<file path="src/its_pkg.sv">
// Shared types, sizes and the key compare for the index tracking sort.
// Used by the cell, the chain and the top level; depends on nothing.
`timescale 1ns / 1ps
`default_nettype none

package its_pkg;

    localparam int CAPACITY  = 32;
    localparam int KEY_WIDTH = 32;
    localparam int TAG_WIDTH = 16;

    typedef logic signed [KEY_WIDTH-1:0] t_key;
    typedef logic        [TAG_WIDTH-1:0] t_tag;

    // Per-cycle command shared by every cell of a chain.
    typedef struct packed {
        logic insert;
        logic shift;
    } t_cell_ctrl;

    typedef enum logic [1:0] {
        ST_LOAD  = 2'b01,
        ST_DRAIN = 2'b10
    } t_state;

    // True when a new key must stay behind a held key. Equal keys stay behind,
    // which keeps arrival order among ties.
    function automatic logic stays_after(input t_key new_key, input t_key held_key,
                                         input logic desc);
        logic result;
        if (desc) begin
            result = (held_key >= new_key);
        end else begin
            result = (held_key <= new_key);
        end
        return result;
    endfunction

endpackage

`default_nettype wire

</file>
<file path="src/its_cell.sv">
// One cell of the insertion chain: holds one key and tag with a valid flag.
// Depends on its_pkg.
`timescale 1ns / 1ps
`default_nettype none

module its_cell (
    input  wire                 i_clk,
    input  wire                 i_rst_n,
    input  its_pkg::t_cell_ctrl i_ctrl,
    input  wire                 i_desc,
    input  its_pkg::t_key       i_new_key,
    input  its_pkg::t_tag       i_new_tag,
    input  wire                 i_prev_valid,
    input  wire                 i_prev_before,
    input  its_pkg::t_key       i_prev_key,
    input  its_pkg::t_tag       i_prev_tag,
    input  wire                 i_next_valid,
    input  its_pkg::t_key       i_next_key,
    input  its_pkg::t_tag       i_next_tag,
    output logic                o_valid,
    output logic                o_before,
    output its_pkg::t_key       o_key,
    output its_pkg::t_tag       o_tag
);
    import its_pkg::*;

    logic r_valid;
    logic n_valid;
    t_key r_key;
    t_key n_key;
    t_tag r_tag;
    t_tag n_tag;

    // The new word belongs at or ahead of this cell.
    assign o_before = !r_valid || !stays_after(i_new_key, r_key, i_desc);

    always_comb begin
        n_valid = r_valid;
        n_key   = r_key;
        n_tag   = r_tag;
        if (i_ctrl.shift) begin
            n_valid = i_next_valid;
            n_key   = i_next_key;
            n_tag   = i_next_tag;
        end else if (i_ctrl.insert && o_before) begin
            if (i_prev_before) begin
                // Insertion point is further up: take the neighbor's entry.
                n_valid = i_prev_valid;
                n_key   = i_prev_key;
                n_tag   = i_prev_tag;
            end else begin
                n_valid = 1'b1;
                n_key   = i_new_key;
                n_tag   = i_new_tag;
            end
        end
    end

    always_ff @(posedge i_clk) begin
        if (!i_rst_n) begin
            r_valid <= 1'b0;
        end else begin
            r_valid <= n_valid;
        end
        r_key <= n_key;
        r_tag <= n_tag;
    end

    assign o_valid = r_valid;
    assign o_key   = r_key;
    assign o_tag   = r_tag;

endmodule

`default_nettype wire

</file>
<file path="src/its_chain.sv">
// A row of CAPACITY insertion cells kept in sorted order, head at cell 0.
// Depends on its_pkg and its_cell.
`timescale 1ns / 1ps
`default_nettype none

module its_chain (
    input  wire                 i_clk,
    input  wire                 i_rst_n,
    input  its_pkg::t_cell_ctrl i_ctrl,
    input  wire                 i_desc,
    input  its_pkg::t_key       i_new_key,
    input  its_pkg::t_tag       i_new_tag,
    output its_pkg::t_key       o_head_key,
    output its_pkg::t_tag       o_head_tag,
    output logic                o_second_valid,
    output logic                o_full
);
    import its_pkg::*;

    logic w_valid  [CAPACITY];
    logic w_before [CAPACITY];
    t_key w_key    [CAPACITY];
    t_tag w_tag    [CAPACITY];

    genvar g;
    generate
        for (g = 0; g < CAPACITY; g++) begin : g_cell
            logic w_pv;
            logic w_pb;
            t_key w_pk;
            t_tag w_pt;
            logic w_nv;
            t_key w_nk;
            t_tag w_nt;

            if (g == 0) begin : g_head
                assign w_pv = 1'b0;
                assign w_pb = 1'b0;
                assign w_pk = '0;
                assign w_pt = '0;
            end else begin : g_body
                assign w_pv = w_valid[g-1];
                assign w_pb = w_before[g-1];
                assign w_pk = w_key[g-1];
                assign w_pt = w_tag[g-1];
            end

            if (g == CAPACITY - 1) begin : g_tail
                assign w_nv = 1'b0;
                assign w_nk = '0;
                assign w_nt = '0;
            end else begin : g_mid
                assign w_nv = w_valid[g+1];
                assign w_nk = w_key[g+1];
                assign w_nt = w_tag[g+1];
            end

            its_cell u_cell (
                .i_clk        (i_clk),
                .i_rst_n      (i_rst_n),
                .i_ctrl       (i_ctrl),
                .i_desc       (i_desc),
                .i_new_key    (i_new_key),
                .i_new_tag    (i_new_tag),
                .i_prev_valid (w_pv),
                .i_prev_before(w_pb),
                .i_prev_key   (w_pk),
                .i_prev_tag   (w_pt),
                .i_next_valid (w_nv),
                .i_next_key   (w_nk),
                .i_next_tag   (w_nt),
                .o_valid      (w_valid[g]),
                .o_before     (w_before[g]),
                .o_key        (w_key[g]),
                .o_tag        (w_tag[g])
            );
        end
    endgenerate

    assign o_head_key     = w_key[0];
    assign o_head_tag     = w_tag[0];
    assign o_second_valid = w_valid[1];
    assign o_full         = w_valid[CAPACITY-1];

endmodule

`default_nettype wire

</file>
<file path="config.mk">
export PLATFORM = sky130hd
export DESIGN_NAME = its_chain
export DESIGN_NICKNAME = d
export VERILOG_FILES = /design/src/its_pkg.sv /design/src/its_cell.sv /design/src/its_chain.sv
export SDC_FILE = /design/constraint.sdc
export NUM_CORES = 2
export LEC_CHECK = 0
export BUFFER_PORTS_ARGS = -buffer_cell sky130_fd_sc_hd__buf_2
export CAP_MARGIN = 10
export CORE_MARGIN = 2
export CORE_UTILIZATION = 35
export CTS_BUF_LIST = sky130_fd_sc_hd__clkbuf_16
export DETAILED_ROUTE_END_ITERATION = 6
export PLACE_DENSITY = 0.54
export SLEW_MARGIN = 20
export SYNTH_ARGS = -nofsm -noshare
export SYNTH_HDL_FRONTEND = slang
export SYNTH_HIERARCHICAL = 1
export SYNTH_SLANG_ARGS = --single-unit
</file>
<file path="constraint.sdc">
create_clock -name i_clk -period 5.55 [get_ports i_clk]
set_clock_uncertainty 0.15 [all_clocks]
set_input_delay 1.11 -clock i_clk [delete_from_list [all_inputs] [get_ports i_clk]]
set_output_delay 1.11 -clock i_clk [all_outputs]
set_load 0.03 [all_outputs]
</file>
==> metrics.csv <==
stage;metric;value;unit
outcome;status;finished clean;
sta;Tcrit/Tclk final;82.40;%
cells_and_area;Final Util;39.51;%
clocking;CTS tree;done;
cells_and_area;fin cells;15220;
sta;Max Fclk;218.7;MHz
cells_and_area;layout cells sized above 1;7.725;%
drt;Vias;84600;
placed_design;Placed Area;115200;sq um
sta;worst slew pin tran;1.189;ns
power_and_ir_drop;Seq pwr share;45.0;%
clocking;clock latency on the worst-skew pair;0.85;ns
setup_path;Setup crit start kind;input pin;
sta;Worst Hold Margin;0.3904;ns
cells_and_area;most common cell after layout, fill and taps aside;nand2_1;
logic_synthesis;Synth Instances;10820;
clocking;CTS Sinks;1568;
power_and_ir_drop;Cell Pwr Density;361.8;nW/um^2
drt;Routed WL per cell;22.64;um
clocking;Post-CTS Hold Buffers;0;
sta;Max-slew headroom;20.76;%
drt;final wirelength;344.6;mm
clocking;Worst-path clk slew;0.06;ns
sta;Final min period;4.573;ns
drt;drt first pass iters;6;
placed_design;Placer Congestion;0.8613;
job;max cap viols;0;
global_routing;Tot GR Track Use;21.26;%
clocking;Clock Tree Buf Depth;4;
clocking;CTS Buf Count;191;
power_and_ir_drop;peak supply drop;0.2464;mV
die;io pins;103;
logic_synthesis;Syn Area/Cell;9.972;sq um
logic_synthesis;Ys Warns;6;
drt;# DRC;0;
die;site row count;203;
setup_path;Crit Path Class;in -> reg;
drt;DRT iter0 DRCs;7002;
die;Die Y-Extent;559.2;um
setup_path;worst path required time;5.95;ns
drt;metal3 WL;16.60;mm
sta;Final setup viols;0;
power_and_ir_drop;Overall Power;43.78;mW
placed_design;detailed placement HPWL;250.6;mm
cells_and_area;Area growth syn-to-layout;12.16;%
global_routing;grt total ovfl;0;
die;Die ar.;312700;sq um
power_and_ir_drop;P_sw;15.14;mW
setup_path;CP Max Fanout;48;
drt;met2 WL;167.5;mm
power_and_ir_drop;Clk pwr share;27.8;%
global_routing;largest net degree at the start of global routing;223;
global_routing;first-pass GRT wire length;524.0;mm
cells_and_area;commonest cells after routing, fill and taps aside;nand2_1, o21ai_0, mux2i_1, edfxtp_1, inv_1;
power_and_ir_drop;Leak;59.14;nW
drt;highest metal used;met4;
power_and_ir_drop;Sw Ratio;34.57;%
sta;RSZ-0062 raised after global routing;false;
die;Die W;559.2;um
cells_and_area;layout filler cell count;30170;
hold_path;Hold Path Class;reg -> reg;
global_routing;antenna violations before repair;8;
drt;Routed Antenna Nets;0;
clocking;Post-CTS Resized;0;
global_routing;vias in the first global route;86800;
placed_design;pre-CTS setup slack;0.2014;ns
power_and_ir_drop;Logic pwr share;27.2;%
setup_path;Worst Path Arrival;4.98;ns
cells_and_area;Layout Nets;12050;
die;total core area;306300;sq um
clocking;root buf cell;clkbuf_16;
sta;Slew Viols, Final;0;
clocking;post-CTS setup buffers;0;
sta;Setup TNS;0;ns
hold_path;HP Start;g_cell[31].u_cell/o_tag[0];
sta;Final Hold Vio Count;0;
placed_design;placed insts;14880;
cells_and_area;diodes inserted;0;
drt;vias per inst;5.559;
die;Starting Density;35.23;%
drt;M1 wire length;149.0;mm
clocking;htree depth;4;
placed_design;port bufs;102;
logic_synthesis;post-synthesis instance area;107900;sq um
cells_and_area;design area;121000;sq um
sta;final worst slack;0.9768;ns
power_and_ir_drop;cell-internal power;28.65;mW
setup_path;Worst Setup SP;i_new_key[17];
setup_path;launching point of the worst reg2reg path;g_cell[13].u_cell/o_key[31];
setup_path;CP Capture Type;flop;
==> state kept, by name (all words and copies together) (netlist names) <==
name	cells
g_cell.u_cell/o_key	1024
g_cell.u_cell/o_tag	512
g_cell.u_cell/o_valid	32
==> area by class of cell <==
cell class / count / area (sq um) / area share [%]
Clock buffer: 192 / 4805 / 3.970
Clock inverter: 145 / 1046 / 0.8643
Sequential cell: 1568 / 46760 / 38.64
Inverter: 1060 / 3979 / 3.288
Tap cell: 4100 / 5130 / 4.239
Multi-Input combinational cell: 7746 / 55040 / 45.48
Timing Repair Buffer: 409 / 4254 / 3.515
==> power groups by stage <==
stage / sequential, mW / combinational [mW] / clock, mW
3_5_place_dp: 20.0 / 11.7 / 0
5_1_grt: 20.0 / 13.3 / 12.9
2_1_floorplan: 18.4 / 8.30 / 0
4_1_cts: 19.7 / 11.8 / 12.5
3_3_place_gp: 19.9 / 11.2 / 0
6_report: 19.7 / 11.9 / 12.2
==> per-layer routing <==
layer | global-route usage [%] | vias to the layer above
met3 | 2.229 | 680
met2 | 36.64 | 2410
met1 | 27.79 | 41800
met5 | 0 | -
li1 | - | 39710
met4 | 6.865 | 0
==> worst max-delay path, stage by stage <==
cell	delay, ns
buf_2	0.79
buf_4	0.30
inv_1	0.07
ha_1	0.32
a21oi_1	0.13
o21ai_0	0.13
a22o_1	0.22
nor3_2	0.30
a21oi_1	0.24
o31ai_4	0.35
buf_12	0.37
mux2i_1	0.45
o21ai_0	0.13
==> worst paths after layout <==
| kind | to | slack (ns) | cells after the start |
|---|---|---|---|
| setup / recovery | g_cell[7].u_cell/o_key[23] | 0.98 | 13 |
| hold / removal | g_cell[30].u_cell/o_tag[0] | 0.39 | 2 |
| setup reg to reg | g_cell[14].u_cell/o_tag[5] | 1.83 | 9 |
| hold reg to reg | g_cell[30].u_cell/o_tag[0] | 0.39 | 2 |
(Power assumes the default switching activity.)
